$ cat src/rtl/htsu_pkg.sv
// ----------------------------------------------------------------------------
// htsu_pkg
// Shared widths, codes and beat types of the hysteresis threshold sensor.
// ----------------------------------------------------------------------------
`default_nettype none

package htsu_pkg;

  localparam int USAGE_BITS = 48;
  localparam int COUNT_BITS = 32;
  localparam int CFG_IDX_BITS = 2;
  localparam int CFG_DATA_BITS = USAGE_BITS;

  // request codes
  localparam logic FUNC_SAMPLE  = 1'b0;
  localparam logic FUNC_DELIVER = 1'b1;

  // delivered event codes
  localparam logic [1:0] EV_NONE    = 2'd0;
  localparam logic [1:0] EV_TRIGGER = 2'd1;
  localparam logic [1:0] EV_CLEAR   = 2'd2;

  // register indexes
  localparam logic [CFG_IDX_BITS-1:0] CFG_HIGH_LIMIT    = 2'd0;
  localparam logic [CFG_IDX_BITS-1:0] CFG_LOW_THRESHOLD = 2'd1;
  localparam logic [CFG_IDX_BITS-1:0] CFG_COUNTER_MODE  = 2'd2;

  typedef struct packed {
    logic                  func;
    logic [USAGE_BITS-1:0] used_amount;
  } in_beat_t;

  typedef struct packed {
    logic [1:0]            event_kind;
    logic [COUNT_BITS-1:0] event_count;
    logic [USAGE_BITS-1:0] event_usage;
    logic                  is_on;
    logic [COUNT_BITS-1:0] trigger_total;
    logic [COUNT_BITS-1:0] triggers_waiting;
    logic [COUNT_BITS-1:0] clears_waiting;
  } out_beat_t;

  typedef struct packed {
    logic [USAGE_BITS-1:0] high_limit;
    logic [USAGE_BITS-1:0] low_threshold;
    logic                  counter_mode;
  } cfg_t;

endpackage

`default_nettype wire

$ cat src/rtl/htsu_cfg.sv
// ----------------------------------------------------------------------------
// htsu_cfg
// Configuration register file: thresholds and mode, written by index.
// ----------------------------------------------------------------------------
`default_nettype none

module htsu_cfg (
  input  wire logic                               clk,
  input  wire logic                               rst_n,
  input  wire logic                               cfg_we,
  input  wire logic [htsu_pkg::CFG_IDX_BITS-1:0]  cfg_index,
  input  wire logic [htsu_pkg::CFG_DATA_BITS-1:0] cfg_wdata,
  output htsu_pkg::cfg_t                          cfg
);

  htsu_pkg::cfg_t cfg_r;
  htsu_pkg::cfg_t cfg_nxt;

  always_comb begin
    cfg_nxt = cfg_r;
    if (cfg_we) begin
      case (cfg_index)
        htsu_pkg::CFG_HIGH_LIMIT:
          cfg_nxt.high_limit = cfg_wdata[htsu_pkg::USAGE_BITS-1:0];
        htsu_pkg::CFG_LOW_THRESHOLD:
          cfg_nxt.low_threshold = cfg_wdata[htsu_pkg::USAGE_BITS-1:0];
        htsu_pkg::CFG_COUNTER_MODE:
          cfg_nxt.counter_mode = cfg_wdata[0];
        default: ;
      endcase
    end
  end

  always_ff @(posedge clk) begin
    if (!rst_n) begin
      cfg_r <= '0;
    end else begin
      cfg_r <= cfg_nxt;
    end
  end

  assign cfg = cfg_r;

endmodule

`default_nettype wire

$ cat src/rtl/htsu_core.sv
// ----------------------------------------------------------------------------
// htsu_core
// Sensor state and its update step for one sample or deliver beat.
// ----------------------------------------------------------------------------
`default_nettype none

module htsu_core (
  input  wire logic                 clk,
  input  wire logic                 rst_n,
  input  wire logic                 step_en,
  input  wire htsu_pkg::in_beat_t   beat,
  input  wire htsu_pkg::cfg_t       cfg,
  output htsu_pkg::out_beat_t       result
);

  localparam logic [htsu_pkg::COUNT_BITS-1:0] CNT_MAX = '1;

  logic                            on_r, on_nxt;
  logic [htsu_pkg::COUNT_BITS-1:0] total_r, total_nxt;
  logic [htsu_pkg::COUNT_BITS-1:0] ptrig_r, ptrig_nxt;
  logic [htsu_pkg::COUNT_BITS-1:0] pclr_r, pclr_nxt;
  logic [htsu_pkg::USAGE_BITS-1:0] latch_r, latch_nxt;

  logic                            over_high;
  logic                            below_low;
  logic                            active;
  logic                            take_trig;
  logic                            take_clr;
  logic [htsu_pkg::COUNT_BITS:0]   total_sum;
  logic [1:0]                      kind;
  logic [htsu_pkg::COUNT_BITS-1:0] count;

  always_comb begin
    over_high = beat.used_amount >= cfg.high_limit;
    below_low = (cfg.low_threshold != '0) && (beat.used_amount < cfg.low_threshold);
    active    = on_r || (ptrig_r != '0);
    // gauge mode only re-arms after a clear is pending
    take_trig = over_high &&
                (cfg.counter_mode || (!on_r && ptrig_r == '0) || pclr_r != '0);
    take_clr  = !take_trig && below_low && active &&
                (cfg.counter_mode || pclr_r == '0);
    total_sum = {1'b0, total_r} + {1'b0, ptrig_r};

    on_nxt    = on_r;
    total_nxt = total_r;
    ptrig_nxt = ptrig_r;
    pclr_nxt  = pclr_r;
    latch_nxt = latch_r;
    kind      = htsu_pkg::EV_NONE;
    count     = '0;

    if (beat.func == htsu_pkg::FUNC_SAMPLE) begin
      if (cfg.high_limit != '0) begin
        if (take_trig) begin
          ptrig_nxt = (ptrig_r == CNT_MAX) ? ptrig_r : ptrig_r + 1'b1;
          latch_nxt = beat.used_amount;
          pclr_nxt  = '0;
        end else if (take_clr) begin
          pclr_nxt = (pclr_r == CNT_MAX) ? pclr_r : pclr_r + 1'b1;
        end
      end
    end else if (ptrig_r != '0 || pclr_r != '0) begin
      count = ptrig_r;
      if (pclr_r != '0) begin
        kind     = htsu_pkg::EV_CLEAR;
        on_nxt   = 1'b0;
        pclr_nxt = '0;
      end else begin
        kind      = htsu_pkg::EV_TRIGGER;
        on_nxt    = 1'b1;
        total_nxt = total_sum[htsu_pkg::COUNT_BITS] ? CNT_MAX
                                                    : total_sum[htsu_pkg::COUNT_BITS-1:0];
      end
      ptrig_nxt = '0;
    end
  end

  always_ff @(posedge clk) begin
    if (!rst_n) begin
      on_r    <= 1'b0;
      total_r <= '0;
      ptrig_r <= '0;
      pclr_r  <= '0;
      latch_r <= '0;
    end else if (step_en) begin
      on_r    <= on_nxt;
      total_r <= total_nxt;
      ptrig_r <= ptrig_nxt;
      pclr_r  <= pclr_nxt;
      latch_r <= latch_nxt;
    end
  end

  always_comb begin
    result.event_kind       = kind;
    result.event_count      = count;
    result.event_usage      = latch_nxt;
    result.is_on            = on_nxt;
    result.trigger_total    = total_nxt;
    result.triggers_waiting = ptrig_nxt;
    result.clears_waiting   = pclr_nxt;
  end

endmodule

`default_nettype wire

$ cat src/rtl/hysteresis_threshold_sensor_unit.sv
// a beat accepted into the input register shows its result on out_data once the result register takes it
// throughput: one beat per cycle while out_stall is low; input register, one update step, result register
// in_stall rises only while both registers hold beats and out_stall is high
// reset (rst_n low, synchronous) clears thresholds, mode, sensor state and valids
// ----------------------------------------------------------------------------
// hysteresis_threshold_sensor_unit
// Hysteresis threshold sensor: samples queue triggers or clears, deliver
// beats hand them over as one event.
// ----------------------------------------------------------------------------
`default_nettype none

module hysteresis_threshold_sensor_unit (
  input  wire logic                               clk,
  input  wire logic                               rst_n,
  input  wire logic                               in_valid,
  output      logic                               in_stall,
  input  wire htsu_pkg::in_beat_t                 in_data,
  output      logic                               out_valid,
  input  wire logic                               out_stall,
  output htsu_pkg::out_beat_t                     out_data,
  input  wire logic                               cfg_we,
  input  wire logic [htsu_pkg::CFG_IDX_BITS-1:0]  cfg_index,
  input  wire logic [htsu_pkg::CFG_DATA_BITS-1:0] cfg_wdata
);

  htsu_pkg::cfg_t      cfg;
  htsu_pkg::in_beat_t  in_beat_r;
  logic                in_vld_r;
  htsu_pkg::out_beat_t result;
  htsu_pkg::out_beat_t out_beat_r;
  logic                out_vld_r;
  logic                advance;
  logic                step_en;

  htsu_cfg u_cfg (
    .clk       (clk),
    .rst_n     (rst_n),
    .cfg_we    (cfg_we),
    .cfg_index (cfg_index),
    .cfg_wdata (cfg_wdata),
    .cfg       (cfg)
  );

  // result register free or draining this cycle
  assign advance  = !out_vld_r || !out_stall;
  assign step_en  = in_vld_r && advance;
  assign in_stall = in_vld_r && !advance;

  htsu_core u_core (
    .clk     (clk),
    .rst_n   (rst_n),
    .step_en (step_en),
    .beat    (in_beat_r),
    .cfg     (cfg),
    .result  (result)
  );

  always_ff @(posedge clk) begin
    if (!rst_n) begin
      in_vld_r  <= 1'b0;
      out_vld_r <= 1'b0;
    end else begin
      if (!in_stall) begin
        in_vld_r <= in_valid;
      end
      if (advance) begin
        out_vld_r <= in_vld_r;
      end
    end
  end

  always_ff @(posedge clk) begin
    if (!in_stall && in_valid) begin
      in_beat_r <= in_data;
    end
    if (step_en) begin
      out_beat_r <= result;
    end
  end

  assign out_valid = out_vld_r;
  assign out_data  = out_beat_r;

endmodule

`default_nettype wire
$ cat config.mk
export PLATFORM = sky130hd
export DESIGN_NAME = hysteresis_threshold_sensor_unit
export DESIGN_NICKNAME = d
export VERILOG_FILES = /design/src/rtl/htsu_pkg.sv /design/src/rtl/htsu_cfg.sv /design/src/rtl/htsu_core.sv /design/src/rtl/hysteresis_threshold_sensor_unit.sv
export SDC_FILE = /design/constraint.sdc
export NUM_CORES = 1
export LEC_CHECK = 0
export ABC_AREA = 1
export BUFFER_PORTS_ARGS = -buffer_cell sky130_fd_sc_hd__buf_2
export CAP_MARGIN = 10
export CORE_AREA = 3 3 227 229
export DETAILED_ROUTE_END_ITERATION = 7
export DIE_AREA = 0 0 230 232
export PLACE_DENSITY = 0.69
export SLEW_MARGIN = 0
export SYNTH_ARGS = -nofsm -noshare
export SYNTH_HDL_FRONTEND = slang
export SYNTH_SLANG_ARGS = --single-unit
export TNS_END_PERCENT = 20
$ cat constraint.sdc
create_clock -name clk -period 9.6 [get_ports clk]
set_input_delay 0.96 -clock clk [delete_from_list [all_inputs] [get_ports clk]]
set_output_delay 0.96 -clock clk [all_outputs]
set_load 0.02 [all_outputs]
==> summary by stage, run 1 <==
Hold path
In this run the worst hold path is classified as reg -> reg. Along the worst hold path, the cell count comes to 2.

GRT
The met2 capacity usage during global routing is 0.416. The global routing stage identified its most utilized layer as met2. The first global-routing pass estimated between 100000 and 150000 µm of wire. The initial antenna violation count was 12.

In the global route stage, met3 resource usage came out at 0.0527. The met1 global-route usage is 0.329. The number of global-route vias before repair is between 15000 and 20000. The largest net degree at the start of global routing is ~220.

In the global route stage, overall resource usage came out at 0.250. The total overflow reported by the global router is 0.

Synthesis
After synthesis, the netlist uses 53 different library cells. Of the total synthesized cell area, the portion taken by AND, OR, NAND and NOR gates is 0.176. The portion of synthesized area spent on multiplexers is 0. The Yosys step of the flow raised 0 warnings. The synthesized netlist net count is around 3200.

The cell count after synthesis is between 2000 and 3000. Of the total synthesized cell area, the portion taken by full adders, half adders and majority gates is 0.0670. The post-synthesis average cell area is a little over 8 µm².

After synthesis, the largest family of logic cells by area is simple AND/OR/NAND/NOR gates. The sequential element share of the synthesized area is 0.474. The xor/xnor cell area share of the yosys netlist is 0.0152. The synthesized design contains approximately 470 register bits. The compound-cell area share of the yosys netlist is 0.168. The synthesized netlist occupies a cell area of 24800 µm².

Critical path
The startpoint-to-endpoint class of the critical path is reg -> reg. The sort of element at the start of the critical path is a flip-flop. The data arrival time of the worst path is 4.30 ns. The required time at the worst-slack endpoint is around 10 ns. The maximum fanout count along the critical path is 64.

The worst setup path is captured at a flip-flop. The depth of the worst register-to-register path is 17.

Power
For this design the total switching power over the nets is 1.42 mW. The internal portion of the total power is roughly 3.8 mW. The part of the total power dissipated in sequential elements is 0.450. The peak supply drop is approximately 0.14 mV. In this run the static leakage power is about 12 nW. Power spread over the standard cell area amounts to 183 nW/µm².

The clock power share is 0.413. Of the total power, the share spent switching nets is 0.274. The combinational cell fraction of total power is 0.137.

Floorplanning
The floorplan step defined a core boundary enclosing 49900 µm². The die is about 230 µm tall. The floorplan has 82 rows. The initial utilization of the core area, before any placement, comes to 0.497.

The width of the die is ~230 µm. In this run the count of I/O pins placed on the die edge is roughly 290. The area of the die is 53400 µm².

Final layout
Counting the fill cells in the layout gives between 4000 and 5000. The multi-input logic area is 10600 µm². At the end of the flow, the number of nets in the layout was between 3000 and 4000. The fraction of layout cells with a size suffix above 1 is 0.157. The sequential standard cell area is about 12000 µm².

The layout overhead on the synthesized area is 14.4%. Leaving out filler cells and counting taps, the final layout contains between 3000 and 4000.

Status
The flow ran to the end, and the final reports show no timing, DRC or antenna violations.

CTS
The master cell of the clock root buffer is clkbuf_16. The H-tree was split into 2 levels. At the later pin of the worst-skew pair, clock insertion delay measures slightly above 0.6 ns. Hold repair after CTS inserted 0 buffers. The maximum number of buffers from clock root to sink is 3. The number of gates resized after CTS is 0. The post-CTS clock slew at the launch and capture registers of the worst setup and hold paths is roughly 0.06 ns.

The number of sinks driven by the clock tree is about 470. TritonCTS created 51 clock buffers. Once the clock tree was built, the setup fixing pass inserted 0 buffers.

The CTS tree is done.

Timing
Setup violations remaining at the end of the flow were counted as 0. Setup repair after global routing left no endpoint under its margin. Based on the critical path, the design can be clocked at up to 267 MHz.

The shortest period the worst path allows is about 3.7 ns. The portion of the clock cycle consumed by the worst path in the final layout is 0.390. Headroom to the max-slew limit came out at 0.165.

The final number of max-transition violations came to 0. Between clock sinks in the finished design, the worst skew comes to approximately 0.022 ns. The number of failing hold endpoints at the final stage was 0. Adding up every negative setup slack in the final design gives 0 ns. At the pin with the least slew margin, the transition time is approximately 1.3 ns.

Placed design
Routability-driven placement finished with a final weighted congestion of between 0.9 and 1. The count of port buffers added during placement is approximately 280. The total placed cells including tap cells is approximately 3800. Once detailed placement completed, the half-perimeter wirelength came to 48900 µm.

Routing
Across all layers, the routed design uses about 21000 vias. Using the TritonRoute via totals, the vias-per-cell ratio works out to between 5 and 6. Once detail routing completed, the nets flagged for antenna violations numbered 0. The final wirelength is 68000 µm.

The number of DRC violations after detailed-routing iteration 0 is ~1700. The detailed-routing iteration count for the pre-antenna-repair pass is 5. The post-route DRC violation count is 0. The average detailed-routed wire length per instance is between 15 and 20 µm.

Run
The max-cap violation count is 0.
[final cells by class]
cell class | instances | share of cell area
clock inverter | 38 | 0.0184
tap | 672 | 0.0297
multi-input combinational | 1917 | 0.373
timing repair buffer | 301 | 0.0563
sequential | 472 | 0.414
antenna | 3 | 0.000265
inverter | 468 | 0.0621
clock buffer | 57 | 0.0462
[path summary, 6_finish.rpt]
path,from,to,slack [ns]
worst min register to register,u_cfg.cfg[17],u_cfg.cfg[17],0.47
worst max register to register,in_beat_r[47],u_core.latch_r[17],5.85
worst min-delay path,u_cfg.cfg[17],u_cfg.cfg[17],0.47
worst max-delay path,in_beat_r[47],u_core.latch_r[17],5.85
[power groups by stage]
stage	Combinational [mW]	Sequential, mW	Clock (mW)
floorplan	0.471	2.40	0
global placement	0.690	2.37	0
detailed placement	0.704	2.38	0
CTS	0.709	2.33	2.18
global route	0.804	2.34	2.26
finish	0.710	2.33	2.14
[flip-flops by register name (all words and copies together), names as in the netlist]
| register | cells |
|---|---|
| in_beat_r | 49 |
| in_vld_r | 1 |
| out_data | 179 |
| out_valid | 1 |
| u_cfg.cfg | 97 |
| u_core.latch_r | 48 |
| u_core.on_r | 1 |
| u_core.pclr_r | 32 |
| u_core.ptrig_r | 32 |
| u_core.total_r | 32 |
[cells in the final DEF (no fill, tap or decap), types with 6 or more instances in the layout]
cell type / count
edfxtp_1: 228
nor2_2: 9
o21ai_2: 35
nand3_1: 108
nand4_1: 69
a21oi_1: 316
o21ai_1: 101
a21oi_2: 13
inv_1: 452
nor2_4: 7
buf_4: 15
clkbuf_16: 51
nand2_1: 455
clkinvlp_4: 7
bufinv_16: 11
nor2_1: 208
buf_2: 283
nand2_2: 7
xor2_1: 34
clkinv_2: 11
or2_2: 6
inv_2: 13
a21o_1: 9
ha_1: 131
dfxtp_1: 244
xnor2_1: 9
nor4_1: 23
nor3_1: 35
nand3_2: 24
o21ai_0: 281
[Yosys cell counts (all sizes together)]
master,number,area share
a21boi,3,0.0015
a21o,9,0.0027
a21oi,329,0.068
a221oi,2,0.00071
a31oi,2,0.00051
a41oi,1,0.00035
and2,1,0.00025
and3b,1,0.00035
buf,55,0.016
clkbuf,82,0.012
clkinv,1,0.00015
dfxtp,244,0.20
edfxtp,228,0.28
fa,1,0.00081
ha,131,0.066
inv,467,0.071
nand2,463,0.071
nand3,133,0.032
nand3b,4,0.0012
nand4,69,0.017
nor2,224,0.037
nor3,36,0.0075
nor3b,1,0.00030
nor4,26,0.0077
o211ai,3,0.00091
o21a,2,0.00061
o21ai,417,0.090
o21bai,5,0.0015
o22ai,4,0.0010
o31ai,1,0.00030
or2,6,0.0015
xnor2,9,0.0032
xor2,34,0.012
[layer usage]
metal,part of all wire,vias to the layer above
li1,-,10473
met1,0.43,9771
met2,0.47,676
met3,0.068,129
met4,0.028,20
met5,0.0023,-
[worst max-delay path, cell delays in order (launching register included)]
cell      delay (ns)
edfxtp_1        0.42
ha_1            0.32
nand2_1         0.07
nor2_1          0.18
nand2_1         0.11
nor2_2          0.18
and3b_1         0.20
nand2_2         0.13
nand2_2         0.12
nand2_4         0.11
nor2_4          0.12
nand2_2         0.12
inv_4           0.39
buf_4           0.72
nand2_1         0.13
o21ai_1         0.15
o21ai_1         0.09
inv_1           0.09
[cells by family after synthesis]
family | after synthesis
adders and majority gates | 132
and+or+nand+nor | 964
AOI/OAI and AO/OA | 778
buffers and inverters | 605
DFF | 472
xor gates and xnor gates | 43
[stage by stage]
| step | hold slack [ns] | power (mW) | cell area [µm²] | util | setup slack (ns) |
|---|---|---|---|---|---|
| 2_1_floorplan | 0.449 | 2.87 | 24800 | - | 2.37 |
| 3_3_place_gp | 0.466 | 3.06 | 26500 | 0.531 | 5.94 |
| 3_5_place_dp | 0.467 | 3.08 | 26500 | 0.531 | 5.89 |
| 4_1_cts | 0.477 | 5.23 | 28300 | 0.568 | 5.85 |
| 5_1_grt | 0.492 | 5.41 | 28300 | 0.568 | 5.53 |
| 6_report | 0.473 | 5.19 | 28300 | 0.568 | 5.85 |
(Power assumes the default switching activity.)
==> inputs of run 2 (changes only) <==
--- a/config.mk
+++ b/config.mk
@@ -11,7 +11,7 @@
 export CORE_AREA = 3 3 227 229
 export DETAILED_ROUTE_END_ITERATION = 7
 export DIE_AREA = 0 0 230 232
-export PLACE_DENSITY = 0.69
+export PLACE_DENSITY = 0.72
 export SLEW_MARGIN = 0
 export SYNTH_ARGS = -nofsm -noshare
 export SYNTH_HDL_FRONTEND = slang
==> constraint.sdc (replaced) <==
create_clock -name clk -period 3.4 [get_ports clk]
set_input_delay 0.34 -clock clk [delete_from_list [all_inputs] [get_ports clk]]
set_output_delay 0.34 -clock clk [all_outputs]
set_load 0.02 [all_outputs]
==> summary by stage, run 2 (synthesis results as in run 1) <==
Timing
The worst path setup slack after routing is 0.473 ns. The final-report setup violation count is 0. For the pin with the worst max-slew slack, the measured transition is approximately 0.84 ns. The number of failing hold endpoints at the final stage is 0. The final setup TNS is 0 ns. Based on the critical path, the design can be clocked at up to between 300 and 400 MHz. The shortest period the worst path allows is 2.93 ns. The worst pin sits at a relative slew slack of 0.441.

Setup repair after global routing left no endpoint under its margin. The worst clock skew is about 0.035 ns. In the finished design, the share of the clock period the worst path needs comes to 0.861. The final number of max-transition violations is 0.

Final layout
Leaving out fill and tap cells, the most frequent cell in the layout is nand2_1. The final net count is around 3500. The number of fill cells is roughly 4500. In the layout the commonest cells are 455 x nand2_1, 452 x inv_1, 316 x a21oi_1, 283 x buf_2, 281 x o21ai_0. The register with the most flip-flops in the layout has between 150 and 200 of them.

The area growth from synthesis to layout is 17.6%. The sequential standard cell area is between 10000 and 15000 µm². The multi-input logic area is approximately 11000 µm². In the final layout, the share of cells above drive strength 1 is 0.161.

CTS
The H-tree generated during clock tree synthesis spans 2 levels. TritonCTS created 50 clock buffers. The quantity of hold-fixing buffers added after cts is 50. The post-CTS setup repair buffer count is 0.

TritonCTS built the clock tree. No sink is reached through more buffers than the 3 on the longest clock path. The clock latency on the worst-skew pair is around 0.61 ns. Post-CTS repair changed the size of 0 cells. The post-CTS clock slew at the launch and capture registers of the worst setup and hold paths is approximately 0.06 ns. Clock tree synthesis selected as its root buffer the cell clkbuf_16. For this design, the sink count on the clock tree is 472.

Routing
The final wirelength is between 60000 and 70000 µm. The average detailed-routed wire length per instance is around 17 µm. In the routed layout, each cell is associated on average with a via count of ~5.3. The first routing iteration left between 1500 and 2000 violations. The post-route DRC violation count is 0.

The detailed-routing iteration count for the pre-antenna-repair pass is 6. The detail route stage leaves a number of antenna-violating nets equal to 0. Across all layers, the routed design uses 21197 vias.

Critical path
Among cell families on the critical path, the largest total delay comes from simple AND/OR/NAND/NOR gates. The type of destination of the critical path is a flip-flop. The slowest stage of the critical path belongs to the cell edfxtp_1.

The startpoint-to-endpoint class of the critical path is reg -> reg. The data arrival time of the worst path is between 3 and 4 ns. Walking the worst path, the cells encountered are ha_1 -> nand4_1 -> nor3_1 -> and3b_1 -> nand2_2 -> nand2_2 -> nand2_4 -> nor2_4 -> nand2_2 -> inv_4 -> buf_12 -> o21ai_2 -> o21ai_0 -> inv_1.

The maximum single-stage delay on the critical path is between 0.4 and 0.5 ns. In this run the worst path has a maximum fanout of 40. The number of buffers and inverters on the critical path is 3.

Data on the critical path is required at its endpoint by just under 4 ns. The library cell appearing most often on the critical path is nand2_2. The sort of element at the start of the critical path is a flip-flop.

Power
For this design the ratio of total power to cell area is approximately 500 nW/µm². VDD sags by at most between 0.4 and 0.5 mV. The standby leakage power is around 13 nW.

Placed design
The wire-length estimate of the detail-placed layout is slightly below 50000 µm. Routability-driven placement finished with a final weighted congestion of just under 1. Prior to clock tree synthesis, the placed netlist has a worst setup slack of ~0.47 ns. The count of buffers added on input and output ports is around 280.

Floorplanning
From bottom edge to top edge, the die measures 232 µm. The total core area is 49900 µm². The initial utilization of the core area, before any placement, comes to 0.497. For this design the top-level I/O count stands at 285. The area of the die is roughly 53000 µm². The number of core rows is 82.

The width of the die is ~230 µm.

GRT
The number of global-route vias before repair came to about 20000. The total overflow reported by the global router is 0. Across every metal layer, demand over resource in global routing totals 0.246. The first global-routing pass estimated between 100000 and 150000 µm of wire.

The largest net degree at the start of global routing is around 190. The initial antenna violation count was 10.

Run
The max-cap violation count is 0.

Status
The run finished with clean final reports.

Hold path
The path class of the tightest hold or removal check is in -> reg.
[run 2: final timing paths]
check | from | depth (start not counted) | to | slack [ns]
setup / recovery | in_beat_r[25] | 14 | u_core.latch_r[29] | 0.47
hold / removal | cfg_wdata[15] | 3 | u_cfg.cfg[64] | 0.04
setup reg to reg | in_beat_r[25] | 14 | u_core.latch_r[29] | 0.47
hold reg to reg | u_cfg.cfg[25] | 2 | u_cfg.cfg[25] | 0.48
[run 2: stage by stage]
stage	utilization	hold WS [ns]	std cells	total power, mW	instance area, µm²
6_report	0.584	0.0388	4009	14.6	29100
5_1_grt	0.584	0.0366	4007	15.2	29100
4_1_cts	0.584	0.0120	4006	14.7	29100
3_5_place_dp	0.538	0.468	3862	8.72	26800
3_3_place_gp	0.538	0.469	3862	8.69	26800
2_1_floorplan	-	0.439	2994	8.08	24800
[run 2: where the power goes]
group / total (mW) / switching (mW) / internal [mW]
Clock: 5.94 / 2.34 / 3.60
Combinational: 2.09 / 1.37 / 0.725
Sequential: 6.57 / 0.234 / 6.34
Total: 14.6 / 3.94 / 10.7
[run 2: final cells by class]
class / count / share of cell area
sequential: 472 / 0.403
timing repair buffer: 383 / 0.0825
tap: 672 / 0.0289
clock buffer: 65 / 0.0506
inverter: 468 / 0.0604
multi-input combinational: 1917 / 0.363
antenna: 3 / 0.000258
clock inverter: 29 / 0.0116
[run 2: layer usage]
metal,track usage,vias to the layer above,share of wire
li1,-,10636,-
met1,0.328,9658,0.44
met2,0.389,750,0.45
met3,0.0552,139,0.075
met4,0.102,14,0.041
met5,0,-,0.0014
[run 2: worst min-delay path: stages]
cell and delay [ns]:
buf_2 0.08, o21ai_0 0.07, a21oi_1 0.10
==> inputs of run 3 (changes only) <==
--- a/config.mk
+++ b/config.mk
@@ -5,12 +5,11 @@
 export SDC_FILE = /design/constraint.sdc
 export NUM_CORES = 1
 export LEC_CHECK = 0
-export ABC_AREA = 1
 export BUFFER_PORTS_ARGS = -buffer_cell sky130_fd_sc_hd__buf_2
 export CAP_MARGIN = 10
-export CORE_AREA = 3 3 227 229
+export CORE_AREA = 3 3 221 223
 export DETAILED_ROUTE_END_ITERATION = 7
-export DIE_AREA = 0 0 230 232
+export DIE_AREA = 0 0 224 226
 export PLACE_DENSITY = 0.72
 export SLEW_MARGIN = 0
 export SYNTH_ARGS = -nofsm -noshare
==> summary by stage, run 3 <==
Synthesis
The count of unique library cells instantiated by Yosys is 85. When the netlist entered floorplanning its net count stood at 2668. The cell count after synthesis is 2432.

The sequential element share of the synthesized area is 0.501. The share of async-settable or async-resettable flops after synthesis is 0. Of all cell types, the one taking the most synthesized area is edfxtp_1. Summing every instance area after synthesis gives around 23000 µm². In the post-synthesis netlist, the biggest area contributors are edfxtp_1 29%, dfxtp_1 21%, ha_1 7.0%. By count the netlist is led by 405 x nand2_1, 257 x a21oi_1, 244 x dfxtp_1.

The library cell with the highest instance count after synthesis is nand2_1. The number of enable flip-flop cells after synthesis is 228. The most instantiated flip-flop cell in the synthesis netlist is dfxtp_1. In this run the mean area of a mapped cell was about 9.6 µm². The share of synthesized area in the top cell type comes to 0.293. Yosys printed 0 warnings.

The synthesized design contains 472 register bits.

Timing
Based on the critical path, the design can be clocked at up to about 300 MHz. At the pin with the least slew margin, the transition time is between 1 and 1.5 ns. The final number of max-transition violations was 0.

The worst clock skew is between 0.03 and 0.04 ns. The shortest period the worst path allows is between 3 and 4 ns. After routing, the total negative slack on setup checks comes to -0.0317 ns. The final-report setup violation count is 3. Setup repair after global routing could not meet its margin everywhere. The number of failing hold endpoints at the final stage is 0. Measured against its own limit, the worst slew margin works out to 0.204. After layout, the worst setup slack is -0.0203 ns. Dividing the final minimum period by the clock period gives 1.01.

Floorplanning
The initial standard-cell utilization of the core is 0.501. The total area inside the core boundary comes to about 47000 µm². The count of boundary I/O pins is approximately 290. The die covers ~51000 µm². In this run the horizontal extent of the chip is 224 µm. The number of core rows is 79.

The vertical extent of the die is 226 µm.

CTS
The CTS H-tree depth is 2. The number of buffers created by CTS is between 40 and 50. The clock reaches the later pin of the worst-skew pair after around 0.6 ns.

The number of sinks driven by the clock tree is between 400 and 500. The maximum number of buffers from clock root to sink is 3. After clock tree synthesis, the clock-pin slew on the worst setup and hold paths is approximately 0.06 ns.

The master cell of the clock root buffer is clkbuf_16. The CTS tree is done.

Routing
The sum of met2 wire segment lengths after detailed routing is 36100 µm. In this run the remaining antenna-violating nets after routing total 0. The detailed route wirelength on metal3 is about 5500 µm. After detailed routing, the wire length on met1 is 30800 µm. In this run, the number of DRC markers left after iteration 0 of detailed routing was 1834. After detailed routing, the number of remaining DRC violations is 0.

The first detailed-routing pass took 6 iterations. The per-cell via count in the routed design is between 5 and 6. The average detailed-routed wire length per instance is between 20 and 25 µm.

For this block, the routed nets add up to approximately 75000 µm of wire. The via count is 21240. After detailed routing, no signal wire sits above met5.

GRT
The total overflow reported by the global router is 0. The initial antenna violation count came to 1. The largest net degree at the start of global routing is between 100 and 150.

The number of global-route vias before repair was roughly 21000. The total routing usage reported by global routing is 0.282. The first-pass GRT wire length is around 110000 µm.

Final layout
The fraction of layout cells with a size suffix above 1 is 0.242. The final net count is 3171. In the layout the commonest cells are 401 x nand2_1, 284 x buf_2, 246 x a21oi_1, 243 x dfxtp_1, 228 x edfxtp_1. With fillers left out, the area of the finished cells amounts to roughly 30000 µm².

The number of diodes added for antenna fixing is 0. From synthesis to final layout, the design area changed by 27.7%. The flip-flop count of the largest register after layout is between 150 and 200. The library cell used most frequently in the layout, excluding fill and tap cells, is nand2_1.

Critical path
The depth of the worst register-to-register path is 14. The worst setup path is of the reg -> reg kind. The type of destination of the critical path is a flip-flop. The worst flop-to-flop path endpoint is out_data[61]. Data on the critical path is required at its endpoint by 3.72 ns. The maximum fanout count along the critical path is 13.

STA puts the critical path data arrival time at ~3.7 ns. STA classifies the critical path startpoint as a flip-flop. The register-to-register setup slack is -0.02 ns. The worst flop-to-flop path startpoint is in_beat_r[10].

Hold path
The capture endpoint of the worst hold path is out_valid. The path class of the tightest hold or removal check is in -> reg. The cell depth of the worst hold path is 3. The startpoint identified for the worst hold timing path is out_stall.

Power
The peak supply drop is between 0.3 and 0.4 mV. In this run the power density over the cells is between 400 and 500 nW/µm². The standby leakage power is about 12 nW.

Placed design
In this run the tool buffered the top-level ports with between 200 and 300 buffer cells. The half-perimeter wire length after detailed placement is slightly above 50000 µm. The placer congestion estimate is about 0.93.

The placed standard-cell area is around 27000 µm².

Run
The max-cap violation count is 0.

Status
The flow ran to the end, but the final reports show violations. The checks that failed: setup timing.
run 3: worst max path at each step:
stage             startpoint                end  slack (ns)  depth (start not counted)
2_1_floorplan      out_valid       in_beat_r[0]        0.07                          2
3_3_place_gp   in_beat_r[38]       out_data[48]       -0.29                         14
3_5_place_dp   in_beat_r[11]       out_data[16]       -0.24                         10
4_1_cts        in_beat_r[11]  u_core.pclr_r[21]       0.001                         11
5_1_grt        in_beat_r[10]       out_data[40]       -0.13                         14
6_report       in_beat_r[10]       out_data[61]       -0.02                         14
run 3: where the power goes:
| group | leakage (nW) | switching (mW) | internal, mW |
|---|---|---|---|
| combinational | 6.58 | 1.11 | 0.733 |
| clock | 0.803 | 2.38 | 3.22 |
| sequential | 4.13 | 0.126 | 6.20 |
| total | 11.5 | 3.61 | 10.1 |
run 3: layout make-up:
class	instances	area [µm²]
sequential	472	11700
clock inverter	26	297
tap	607	759
fill	3724	16900
clock buffer	66	1360
timing repair buffer	594	4240
inverter	137	527
multi-input combinational	1681	11000
run 3: repair_timing:
item | in CTS | in global routing
resized for setup | 9 | 89
setup buffers | 1 | 11
setup endpoints to repair | 179 | 269
hold buffers | 97 | 0
pin swaps | 4 | 32
gates cloned | 0 | 5
endpoints found under the hold margin | 144 | 0
run 3: kinds of logic after synthesis:
kind of cell,Yosys count,synth area share
fa+ha+maj,132,0.0709
compound gates,602,0.165
flops,472,0.501
simple gates,854,0.176
xor+xnor,41,0.0153
buf+inv,279,0.0469
mux,52,0.0248
run 3: metrics by stage:
step | setup WS (ns) | cells | hold WS (ns) | util | total power, mW
6_report | -0.0203 | 3583 | 0.0254 | 0.639 | 13.8
5_1_grt | -0.132 | 3583 | 0.0171 | 0.639 | 14.2
4_1_cts | 0.00112 | 3567 | 0.000687 | 0.627 | 13.7
3_5_place_dp | -0.244 | 3377 | 0.446 | 0.570 | 8.03
3_3_place_gp | -0.288 | 3377 | 0.439 | 0.570 | 7.98
2_1_floorplan | 0.0680 | 2432 | 0.434 | - | 7.35
run 3: layer usage:
metal  track usage  vias to the layer above
li1              -                     9916
met1         0.366                    10225
met2         0.483                      941
met3        0.0465                      156
met4        0.0900                        2
met5             0                        -
run 3: critical path: stages, from the launching register on:
cell       delay (ns)
edfxtp_1         0.39
buf_4            0.16
ha_1             0.29
nand4_1          0.21
nor4_4           0.35
a221oi_1         0.12
o211ai_1         0.22
o21ai_2          0.15
a211oi_4         0.26
buf_6            0.16
buf_12           0.16
buf_6            0.12
clkbuf_16        0.16
a41oi_1          0.14
a21o_1           0.23
